$ cat config.mk
export PLATFORM = sky130hd
export DESIGN_NAME = pedal_cadence_detector
export DESIGN_NICKNAME = d
export VERILOG_FILES = /design/src/hdl/pcd_pkg.sv /design/src/hdl/pedal_cadence_detector.sv /design/src/hdl/pcd_datapath.sv /design/src/hdl/pcd_ctrl.sv
export SDC_FILE = /design/constraint.sdc
export NUM_CORES = 1
export LEC_CHECK = 0
export BUFFER_PORTS_ARGS = -buffer_cell sky130_fd_sc_hd__buf_2
export CORE_ASPECT_RATIO = 1.25
export CORE_MARGIN = 3
export CORE_UTILIZATION = 63
export DETAILED_ROUTE_END_ITERATION = 8
export PLACE_DENSITY = 0.81
export SLEW_MARGIN = 10
export SYNTH_ARGS = -nofsm -noshare
export SYNTH_HDL_FRONTEND = slang
export SYNTH_SLANG_ARGS = --single-unit
export TNS_END_PERCENT = 5
$ cat constraint.sdc
create_clock -name aclk -period 16.8 [get_ports aclk]
set_input_delay 1.68 -clock aclk [delete_from_list [all_inputs] [get_ports aclk]]
set_output_delay 1.68 -clock aclk [all_outputs]
set_load 0.05 [all_outputs]
$ cat src/hdl/pcd_pkg.sv
// pcd_pkg: shared constants, register indexes and controller/datapath structs
// for the pedal cadence detector
// no dependencies
`default_nettype none

package pcd_pkg;

    // history and time widths
    localparam int HISTORY_DEPTH = 10;
    localparam int TIME_W        = 32;
    localparam int CFG_W         = 16;
    localparam int AVG_W         = 16;
    localparam int CNT_W         = $clog2(HISTORY_DEPTH + 1);
    localparam int IDX_W         = $clog2(HISTORY_DEPTH);

    // radix-4 divider, two quotient bits per step
    localparam int DIV_STEPS = TIME_W / 2;
    localparam int STEP_W    = $clog2(DIV_STEPS);

    // stream payload widths, padded to whole bytes
    localparam int S_FIELDS_W = 1 + TIME_W;
    localparam int S_TDATA_W  = ((S_FIELDS_W + 7) / 8) * 8;
    localparam int M_FIELDS_W = 1 + AVG_W;
    localparam int M_TDATA_W  = ((M_FIELDS_W + 7) / 8) * 8;

    // configuration register indexes
    localparam int CFG_IDX_W = 2;
    localparam logic [CFG_IDX_W-1:0] REG_LOCKOUT = 2'd0;
    localparam logic [CFG_IDX_W-1:0] REG_STALE   = 2'd1;
    localparam logic [CFG_IDX_W-1:0] REG_SEED    = 2'd2;
    localparam logic [CFG_IDX_W-1:0] REG_GRACE   = 2'd3;

    // configuration reset values
    localparam logic [CFG_W-1:0] LOCKOUT_RST = 16'd333;
    localparam logic [CFG_W-1:0] STALE_RST   = 16'd1500;
    localparam logic [CFG_W-1:0] SEED_RST    = 16'd857;
    localparam logic [CFG_W-1:0] GRACE_RST   = 16'd500;

    // commands from controller to datapath
    typedef struct packed {
        logic load_in;
        logic eval;
        logic span;
        logic div_step;
        logic avg_load;
        logic out_load;
    } cmd_t;

    // status from datapath to controller
    typedef struct packed {
        logic pulse;
    } status_t;

endpackage

`default_nettype wire

$ cat src/hdl/pedal_cadence_detector.sv
// pedal_cadence_detector: a sample with no accepted pulse goes from input
// capture through evaluation to the output register; an accepted pulse also
// has its average recomputed by a radix-4 divider of 16 iterations.
// One sample at a time: the next sample is taken only once the previous result
// is in the output register, and it may be taken while that result waits there.
// aresetn (synchronous) clears control state and loads register defaults.
`default_nettype none

module pedal_cadence_detector (
    input  wire logic                              aclk,
    input  wire logic                              aresetn,
    // configuration write port
    input  wire logic                              cfg_wr_en,
    input  wire logic [pcd_pkg::CFG_IDX_W-1:0]     cfg_wr_idx,
    input  wire logic [pcd_pkg::CFG_W-1:0]         cfg_wr_data,
    // input samples
    input  wire logic                              s_tvalid,
    output logic                                   s_tready,
    input  wire logic [pcd_pkg::S_TDATA_W-1:0]     s_tdata,  // pin_level, now_ms
    // results
    output logic                                   m_tvalid,
    input  wire logic                              m_tready,
    output logic [pcd_pkg::M_TDATA_W-1:0]          m_tdata   // is_pedalling, average_ms
);

    pcd_pkg::cmd_t    cmd;
    pcd_pkg::status_t status;
    logic                       out_pedalling;
    logic [pcd_pkg::AVG_W-1:0]  out_average;

    // sequencing
    pcd_ctrl u_ctrl (
        .aclk     (aclk),
        .aresetn  (aresetn),
        .s_tvalid (s_tvalid),
        .s_tready (s_tready),
        .m_tvalid (m_tvalid),
        .m_tready (m_tready),
        .status   (status),
        .cmd      (cmd)
    );

    // datapath
    pcd_datapath u_dp (
        .aclk          (aclk),
        .aresetn       (aresetn),
        .cfg_wr_en     (cfg_wr_en),
        .cfg_wr_idx    (cfg_wr_idx),
        .cfg_wr_data   (cfg_wr_data),
        .in_level      (s_tdata[0]),
        .in_now        (s_tdata[pcd_pkg::TIME_W:1]),
        .cmd           (cmd),
        .status        (status),
        .out_pedalling (out_pedalling),
        .out_average   (out_average)
    );

    // pack result fields
    assign m_tdata = {{(pcd_pkg::M_TDATA_W - pcd_pkg::M_FIELDS_W){1'b0}},
                      out_average, out_pedalling};

endmodule

`default_nettype wire

$ cat src/hdl/pcd_datapath.sv
// pcd_datapath: configuration registers, pulse history shift line, sample
// evaluation, radix-4 interval divider and output payload register
// depends on pcd_pkg
`default_nettype none

module pcd_datapath (
    input  wire logic                            aclk,
    input  wire logic                            aresetn,
    input  wire logic                            cfg_wr_en,
    input  wire logic [pcd_pkg::CFG_IDX_W-1:0]   cfg_wr_idx,
    input  wire logic [pcd_pkg::CFG_W-1:0]       cfg_wr_data,
    input  wire logic                            in_level,
    input  wire logic [pcd_pkg::TIME_W-1:0]      in_now,
    input  wire pcd_pkg::cmd_t                   cmd,
    output pcd_pkg::status_t                     status,
    output logic                                 out_pedalling,
    output logic [pcd_pkg::AVG_W-1:0]            out_average
);

    localparam int TW = pcd_pkg::TIME_W;
    localparam int CW = pcd_pkg::CNT_W;
    localparam int D  = pcd_pkg::HISTORY_DEPTH;

    logic [pcd_pkg::CFG_W-1:0] lockout_reg, stale_reg, seed_reg, grace_reg;
    logic [TW-1:0] times_reg [D];
    logic [CW-1:0] count_reg;
    logic          prev_reg;
    logic [TW-1:0] last_reg;
    logic          flag_reg;
    logic [pcd_pkg::AVG_W-1:0] avg_reg;
    logic          lvl_reg;
    logic [TW-1:0] now_reg;
    logic [TW-1:0] dvd_reg;
    logic [CW-1:0] rem_reg;
    logic          out_ped_reg;
    logic [pcd_pkg::AVG_W-1:0] out_avg_reg;

    logic [TW-1:0] since_last, gap, avg_plus;
    logic          lock, rise, stale, has_two, flag_next;
    logic [CW-1:0] count_next, divisor;
    logic [pcd_pkg::IDX_W-1:0] oldest_idx;
    logic [CW+1:0] trial, d1, d2, d3, sub;
    logic [1:0]    digit;

    // configuration writes
    always_ff @(posedge aclk) begin
        if (!aresetn) begin
            lockout_reg <= pcd_pkg::LOCKOUT_RST;
            stale_reg   <= pcd_pkg::STALE_RST;
            seed_reg    <= pcd_pkg::SEED_RST;
            grace_reg   <= pcd_pkg::GRACE_RST;
        end else if (cfg_wr_en) begin
            unique case (cfg_wr_idx)
                pcd_pkg::REG_LOCKOUT: lockout_reg <= cfg_wr_data;
                pcd_pkg::REG_STALE:   stale_reg   <= cfg_wr_data;
                pcd_pkg::REG_SEED:    seed_reg    <= cfg_wr_data;
                pcd_pkg::REG_GRACE:   grace_reg   <= cfg_wr_data;
                default: ;
            endcase
        end
    end

    // sample evaluation on the captured input
    always_comb begin
        since_last = now_reg - last_reg;
        lock       = since_last < {{(TW-pcd_pkg::CFG_W){1'b0}}, lockout_reg};
        rise       = !prev_reg && lvl_reg;
        gap        = now_reg - times_reg[0];
        stale      = (count_reg == '0) ||
                     (gap > {{(TW-pcd_pkg::CFG_W){1'b0}}, stale_reg});
        has_two    = count_reg >= CW'(2);
        avg_plus   = {{(TW-pcd_pkg::AVG_W){1'b0}}, avg_reg} +
                     {{(TW-pcd_pkg::CFG_W){1'b0}}, grace_reg};
        priority if (lock || rise) begin
            flag_next = 1'b1;
        end else if (!has_two) begin
            flag_next = 1'b0;
        end else begin
            flag_next = gap <= avg_plus;
        end
        count_next = (count_reg == CW'(D)) ? CW'(D) : count_reg + CW'(1);
        status.pulse = !lock && rise;
    end

    // history, pulse time and pedalling state
    always_ff @(posedge aclk) begin
        if (!aresetn) begin
            count_reg <= '0;
            prev_reg  <= 1'b0;
            last_reg  <= '0;
            flag_reg  <= 1'b0;
        end else if (cmd.eval) begin
            prev_reg <= lvl_reg;
            flag_reg <= flag_next;
            if (status.pulse) begin
                last_reg <= now_reg;
                if (stale) begin
                    count_reg <= CW'(2);
                end else begin
                    count_reg <= count_next;
                end
            end
        end
    end

    // history shift line, newest entry at index 0
    always_ff @(posedge aclk) begin
        if (cmd.eval && status.pulse) begin
            times_reg[0] <= now_reg;
            if (stale) begin
                times_reg[1] <= now_reg - {{(TW-pcd_pkg::CFG_W){1'b0}}, seed_reg};
            end else begin
                for (int i = 1; i < D; i++) begin
                    times_reg[i] <= times_reg[i-1];
                end
            end
        end
    end

    // input capture
    always_ff @(posedge aclk) begin
        if (cmd.load_in) begin
            lvl_reg <= in_level;
            now_reg <= in_now;
        end
    end

    // divider step: two quotient bits per cycle, divisor is count minus one
    always_comb begin
        divisor    = count_reg - CW'(1);
        oldest_idx = divisor[pcd_pkg::IDX_W-1:0];
        d1    = {2'b00, divisor};
        d2    = {1'b0, divisor, 1'b0};
        d3    = d1 + d2;
        trial = {rem_reg, dvd_reg[TW-1 -: 2]};
        priority if (trial >= d3) begin
            digit = 2'd3;
            sub   = trial - d3;
        end else if (trial >= d2) begin
            digit = 2'd2;
            sub   = trial - d2;
        end else if (trial >= d1) begin
            digit = 2'd1;
            sub   = trial - d1;
        end else begin
            digit = 2'd0;
            sub   = trial;
        end
    end

    always_ff @(posedge aclk) begin
        if (cmd.span) begin
            dvd_reg <= times_reg[0] - times_reg[oldest_idx];
            rem_reg <= '0;
        end else if (cmd.div_step) begin
            dvd_reg <= {dvd_reg[TW-3:0], digit};
            rem_reg <= sub[CW-1:0];
        end
    end

    // cached average, saturated to 16 bits
    always_ff @(posedge aclk) begin
        if (!aresetn) begin
            avg_reg <= '0;
        end else if (cmd.avg_load) begin
            avg_reg <= (|dvd_reg[TW-1:pcd_pkg::AVG_W]) ? '1 : dvd_reg[pcd_pkg::AVG_W-1:0];
        end
    end

    // output payload register
    always_ff @(posedge aclk) begin
        if (cmd.out_load) begin
            out_ped_reg <= flag_reg;
            out_avg_reg <= has_two ? avg_reg : '0;
        end
    end

    assign out_pedalling = out_ped_reg;
    assign out_average   = out_avg_reg;

endmodule

`default_nettype wire

$ cat src/hdl/pcd_ctrl.sv
// pcd_ctrl: sequencing state machine, divider step counter and output valid
// depends on pcd_pkg
`default_nettype none

module pcd_ctrl (
    input  wire logic               aclk,
    input  wire logic               aresetn,
    input  wire logic               s_tvalid,
    output logic                    s_tready,
    output logic                    m_tvalid,
    input  wire logic               m_tready,
    input  wire pcd_pkg::status_t   status,
    output pcd_pkg::cmd_t           cmd
);

    localparam logic [2:0] ST_IDLE = 3'd0;
    localparam logic [2:0] ST_EVAL = 3'd1;
    localparam logic [2:0] ST_SPAN = 3'd2;
    localparam logic [2:0] ST_DIV  = 3'd3;
    localparam logic [2:0] ST_FIN  = 3'd4;
    localparam logic [2:0] ST_DONE = 3'd5;

    logic [2:0] state_reg, state_next;
    logic [pcd_pkg::STEP_W-1:0] step_reg, step_next;
    logic out_valid_reg, out_valid_next;
    logic slot_free;

    assign slot_free = !out_valid_reg || m_tready;

    // next state and commands
    always_comb begin
        state_next = state_reg;
        step_next  = step_reg;
        cmd        = '0;
        unique case (state_reg)
            ST_IDLE: begin
                if (s_tvalid) begin
                    cmd.load_in = 1'b1;
                    state_next  = ST_EVAL;
                end
            end
            ST_EVAL: begin
                cmd.eval   = 1'b1;
                state_next = status.pulse ? ST_SPAN : ST_DONE;
            end
            ST_SPAN: begin
                cmd.span   = 1'b1;
                step_next  = '0;
                state_next = ST_DIV;
            end
            ST_DIV: begin
                cmd.div_step = 1'b1;
                step_next    = step_reg + pcd_pkg::STEP_W'(1);
                if (step_reg == pcd_pkg::STEP_W'(pcd_pkg::DIV_STEPS - 1)) begin
                    state_next = ST_FIN;
                end
            end
            ST_FIN: begin
                cmd.avg_load = 1'b1;
                state_next   = ST_DONE;
            end
            ST_DONE: begin
                if (slot_free) begin
                    cmd.out_load = 1'b1;
                    state_next   = ST_IDLE;
                end
            end
            default: begin
                state_next = ST_IDLE;
            end
        endcase
    end

    // output valid: set on load, cleared when the transaction completes
    always_comb begin
        priority if (cmd.out_load) begin
            out_valid_next = 1'b1;
        end else if (m_tready) begin
            out_valid_next = 1'b0;
        end else begin
            out_valid_next = out_valid_reg;
        end
    end

    always_ff @(posedge aclk) begin
        if (!aresetn) begin
            state_reg     <= ST_IDLE;
            step_reg      <= '0;
            out_valid_reg <= 1'b0;
        end else begin
            state_reg     <= state_next;
            step_reg      <= step_next;
            out_valid_reg <= out_valid_next;
        end
    end

    assign s_tready = state_reg == ST_IDLE;
    assign m_tvalid = out_valid_reg;

endmodule

`default_nettype wire

Word-level counts from Yosys, hierarchy flattened
Memories as Yosys holds them, arrays and structs flattened.
Cells that the tools add are included.
W data, S select, Z words.
{"block": "op_classes", "bitwise": 1, "n_eq_ne": 13, "muxes": 38, "n_addsub": 12, "reduce_logical": 22, "n_lt_le_gt_ge": 7}
{"operator": "$mux W32", "n": 3}
{"operator": "$sub A32 B32 Y32", "n": 3}
{"operator": "$gt A32 B16 Y1", "n": 1}
{"operator": "$le A32 B32 Y1", "n": 1}
{"operator": "$lt A32 B16 Y1", "n": 1}
{"operator": "$sub A32 B16 Y32", "n": 1}
{"operator": "$mux W1", "n": 21}
{"operator": "$mux W4", "n": 5}
{"operator": "$pmux W3 S6", "n": 1}
{"operator": "$add A16 B16 Y17", "n": 1}
{"operator": "$mux W16", "n": 1}
{"operator": "$reduce_or A16 Y1", "n": 1}
{"operator": "$mux W3", "n": 4}
{"operator": "$sub A4 B4 Y4", "n": 3}
{"operator": "$reduce_and A2 Y1", "n": 5}
{"operator": "$add A4 B1 Y4 const B", "n": 2}
{"operator": "$eq A4 B4 Y1 const B", "n": 2}
{"operator": "$pmux W4 S2", "n": 1}
{"operator": "$add A4 B5 Y6", "n": 1}
{"operator": "$eq A3 B2 Y1 const B", "n": 2}
{"operator": "$eq A3 B3 Y1 const B", "n": 2}
{"operator": "$ge A6 B4 Y1", "n": 1}
{"operator": "$ge A6 B5 Y1", "n": 1}
{"operator": "$ge A6 B6 Y1", "n": 1}
{"operator": "17 further kinds", "n": 28}
{"block": "totals", "ff_bits": 212, "elab_cells": 112, "mem_count": 1, "in_bits": 63, "ramBits": 320}
{"memory": "u_dp.times_reg", "words": 10, "width": 32, "rd": 10, "rd_clocked_by_memory_dff": 0, "wr": 10, "line": "pcd_datapath.sv:25", "text": "logic [TW-1:0] times_reg [D];"}

Longest topological paths before layout
{"block": "logic_depth", "ltp_word": 8, "ltp_mapped": 24, "depth_no_buf": 23}

Hierarchy
From an unflattened synthesis, not the netlist that was laid out.
{"block": "unflattened", "cells_unflattened": 2648, "area_unflattened_um2": 29460.8}
{"module": "pcd_datapath", "instances": 1, "cells_per_inst": 2582, "area_each_um2": 28926.5}
{"module": "pcd_ctrl", "instances": 1, "cells_per_inst": 57, "area_each_um2": 470.5}
{"module": "pedal_cadence_detector", "instances": 1, "cells_per_inst": 9, "area_each_um2": 63.8}

Worst setup path before layout
OpenSTA, ideal clock, no wires.
{"block": "synth_path", "kind": "register -> register", "startpoint": "reg u_dp.now_reg[1]", "endpoint": "mem u_dp.times_reg[2][0] in the netlist's numbering (enable)", "period_less_slack_ps": 15114, "path_slack_ps": 1686, "n_path_buf": 0, "arrival_ps": 14236, "path_stages_with_launch": 23, "setup_time_ps": 878, "cell_sequence": "edfxtp_1 > inv_1 > fa_1 > nand2b_1 > a21oi_1 > a21oi_1 > inv_1 > a21oi_1 > nor2b_1 > o21ai_0 > a221oi_1 > ha_1 > a21o_1 > a21o_1 > a22o_1 > a2111oi_0 > nand4_1 > a2111oi_0 > nand4_1 > a2111oi_4 > a31oi_1 > nand2_1 > nor2_1"}
{"item": "start: declaration", "line": "pcd_datapath.sv:32", "text": "logic [TW-1:0] now_reg;"}
{"item": "start signal: assignment", "line": "pcd_datapath.sv:124", "text": "now_reg <= in_now;"}
{"item": "end: declaration", "line": "pcd_datapath.sv:25"}

==> impl_metrics.py <==
metrics = {
    "cts": {
        "root_buffer": "clkbuf_16",
        "cts_sinks": 532,
        "cts_buffer_depth": 3,
        "post_cts_buffers": 0,
        "htreeDepth": 2,
        "cts-hold-fix-buffers": 0,
        "cts_tree": "built",
        "clk_latency_ns": 0.61,
        "numCtsBuffers": 51,
        "cts_resized": 0,
        "cts.clk_slew.worst_paths_ns": 0.06,
    },
    "finish": {
        "drive_above_1_share_pct": 12.1,
        "multi_input_area_mm2": 0.0138,
        "fin_area_mm2": 0.0319,
        "final_nets": 2963,
        "fill_cells": 3346,
        "area_growth_pct": 8.29,
        "antennaDiodeCount": 0,
        "largest_reg_flops": 320,
        "regArea_mm2": 0.0147,
    },
    "worst_setup_path": {
        "end_kind": "flop",
        "cp_slowest_cell": "buf_12",
        "crit_fanout": 208,
        "path_cells": "inv_1 > fa_1 > nand2b_1 > a21oi_1 > a21oi_1 > a31oi_1 > xor2_1 > ha_1 > nand4_1 > nor3_1 > a2111oi_0 > nand4_1 > a2111oi_4 > a31oi_2 > buf_4 > nand2_1 > nor2_4 > buf_4 > buf_12",
        "cpPeakStageDelay_ns": 0.67,
        "arrival_ns": 7.49,
        "start_kind": "flop",
        "crit_type": "reg -> reg",
        "required_ns": 17.00,
    },
    "detailed_routing": {
        "viasPerCell": 6.34,
        "wl_per_cell_um": 21.3,
        "drc": 0,
        "vias": 21077,
        "drtIter0Drc": 1833,
        "postRouteAntennaNets": 0,
        "firstDrtPassIters": 6,
        "drt_wl_total_um": 70700,
    },
    "floorplanning": {
        "die_w_um": 200,
        "placementRows": 88,
        "fp.coreArea_mm2": 0.0462,
        "die_area_mm2": 0.0495,
        "die_y_um": 248,
        "start_util_pct": 63.8,
        "ios": 89,
    },
    "synth": {
        "synth-main-ff-cell": "edfxtp_1",
        "ys_seq_elements": 532,
        "synth_simple_gate_area_share_pct": 11.5,
        "yosysMostFrequentCell": "edfxtp_1",
        "yosysSeqAreaShare_pct": 49.7,
        "synth_area_mm2": 0.0295,
        "synth_top_cell_area_share_pct": 40.9,
        "synth_warnings": 0,
        "ys_async_sr_fraction_pct": 0,
        "synth_compound_area_share_pct": 14.2,
        "netlist_instances": 2656,
        "synth_top_family_by_area": "compound AO/OA/AOI/OAI gates",
        "yosys-top-cells-area": "edfxtp_1 41%, dfxtp_1 8.8%, ha_1 8.2%",
        "synth_fa_ha_area_share_pct": 8.80,
        "synth_xor_area_share_pct": 3.24,
        "synthMuxAreaShare_pct": 8.71,
        "synth_edf_count": 402,
        "yosys.area.top_type": "edfxtp_1",
        "syn_area_per_cell_um2": 11.1,
        "synthTopCellsByCount": "402 x edfxtp_1, 286 x nand2_1, 203 x a21oi_1",
        "synth_cell_types": 104,
    },
    "timing": {
        "worst_slew_pin_slew_ns": 1.21,
        "setup_violations": 0,
        "hold_ws_ns": 0.431,
        "finalSetupTns_ns": 0,
        "relSlewSlack_pct": 19.0,
        "rsz0062_at_grt": "false",
        "hold_violations": 0,
        "achievable-frequency_mhz": 137,
        "min_period_over_period_pct": 43.4,
        "skew_ns": 0.0234,
        "period_needed_ns": 7.29,
        "drv_slew": 0,
    },
    "grt": {
        "grtUsageTotal_pct": 28.7,
        "grt-ovfl-total": 0,
        "grt_pass1_wl_um": 111000,
        "grt_pass1_vias": 20884,
        "grt_start_max_net_pins": 209,
        "antenna_found_initial": 0,
    },
    "power_and_ir_drop": {
        "p_leak_nw": 11.7,
        "p_per_area_mw_per_mm2": 116,
        "peakVddDrop_v": 0.000114,
    },
    "job": {
        "maxCapViolations": 0,
    },
    "place": {
        "io_buffers": 74,
        "dp_hpwl_um": 50900,
        "gp_congestion": 0.957,
        "post_dp_cell_area_mm2": 0.0303,
    },
    "outcome": {
        "outcome": "completed",
    },
    "hold_path": {
        "hp-class": "reg -> reg",
    },
}
-- cells by family after synthesis --
family / Yosys count
adders and majority gates: 202
DFF: 532
buffers and inverters: 270
AOI/OAI and AO/OA: 656
xor gates and xnor gates: 109
other: 1
and+or+nand+nor: 716
muxes: 170
-- cell usage in the layout (no fill, tap or decap), drive strengths merged, types with 18 or more instances in the layout --
cell type  count
clkbuf        63
o211ai        41
nand3         82
nor2b         39
nand2        287
o21bai        19
inv          158
o21a          32
ha           193
a31oi         18
nand2b        25
mux2          38
clkinv        26
a21oi        207
mux2i         68
nor4          18
mux4          64
a211oi        20
o21ai        189
nor2         133
xor2          46
edfxtp       402
nor3          35
dfxtp        130
xnor2         63
a21o          46
buf           95
nand4         23
-- critical path, delay by kind of cell, from the launching register on --
| kind | cells | cell delay (ns) |
|---|---|---|
| compound gates | 6 | 1.57 |
| xor+xnor | 1 | 0.17 |
| fa+ha+maj | 2 | 0.82 |
| buf+inv | 4 | 1.81 |
| flops | 1 | 0.61 |
| simple gates | 6 | 1.52 |
-- per-stage QoR --
| step | power, W | cells | utilization (%) | worst slack [ns] |
|---|---|---|---|---|
| after floorplan | 0.00232 | 2662 | - | 1.69 |
| after global placement | 0.00256 | 3230 | 65.6 | 9.93 |
| after detailed placement | 0.00260 | 3230 | 65.6 | 9.62 |
| after CTS | 0.00371 | 3323 | 69.1 | 9.66 |
| after global routing | 0.00388 | 3323 | 69.1 | 9.31 |
| final | 0.00370 | 3323 | 69.1 | 9.51 |
-- final cells by class --
| class | instances | area share [%] |
|---|---|---|
| inverter | 158 | 1.86 |
| sequential | 532 | 46.0 |
| timing repair buffer | 95 | 1.69 |
| tap | 585 | 2.29 |
| clock buffer | 63 | 4.33 |
| clock inverter | 30 | 0.682 |
| multi-input combinational | 1860 | 43.2 |
-- power by group --
group	total, W	internal, W	switching [W]
Clock	0.00111	0.000615	0.000497
Combinational	0.00104	0.000403	0.000634
Sequential	0.00156	0.00149	0.0000704
-- layer usage --
layer | track usage (%) | vias to the layer above | share of wire, %
li1 | - | 9901 | -
met1 | 38.3 | 10265 | 41
met4 | 10.4 | 0 | 3.7
met5 | 0 | - | 0
met2 | 48.8 | 748 | 49
met3 | 3.52 | 163 | 6.4
-- worst paths after layout --
check	startpoint	to	cells after the start	slack, ns
worst max-delay path	u_dp.now_reg[1]	u_dp.times_reg[6][12]	19	9.51
worst min-delay path	u_dp.times_reg[7][31]	u_dp.times_reg[8][31]	0	0.43
worst max register to register	u_dp.now_reg[1]	u_dp.times_reg[6][12]	19	9.51
worst min register to register	u_dp.times_reg[7][31]	u_dp.times_reg[8][31]	0	0.43
No activity file was read; power rests on OpenSTA's default activity.
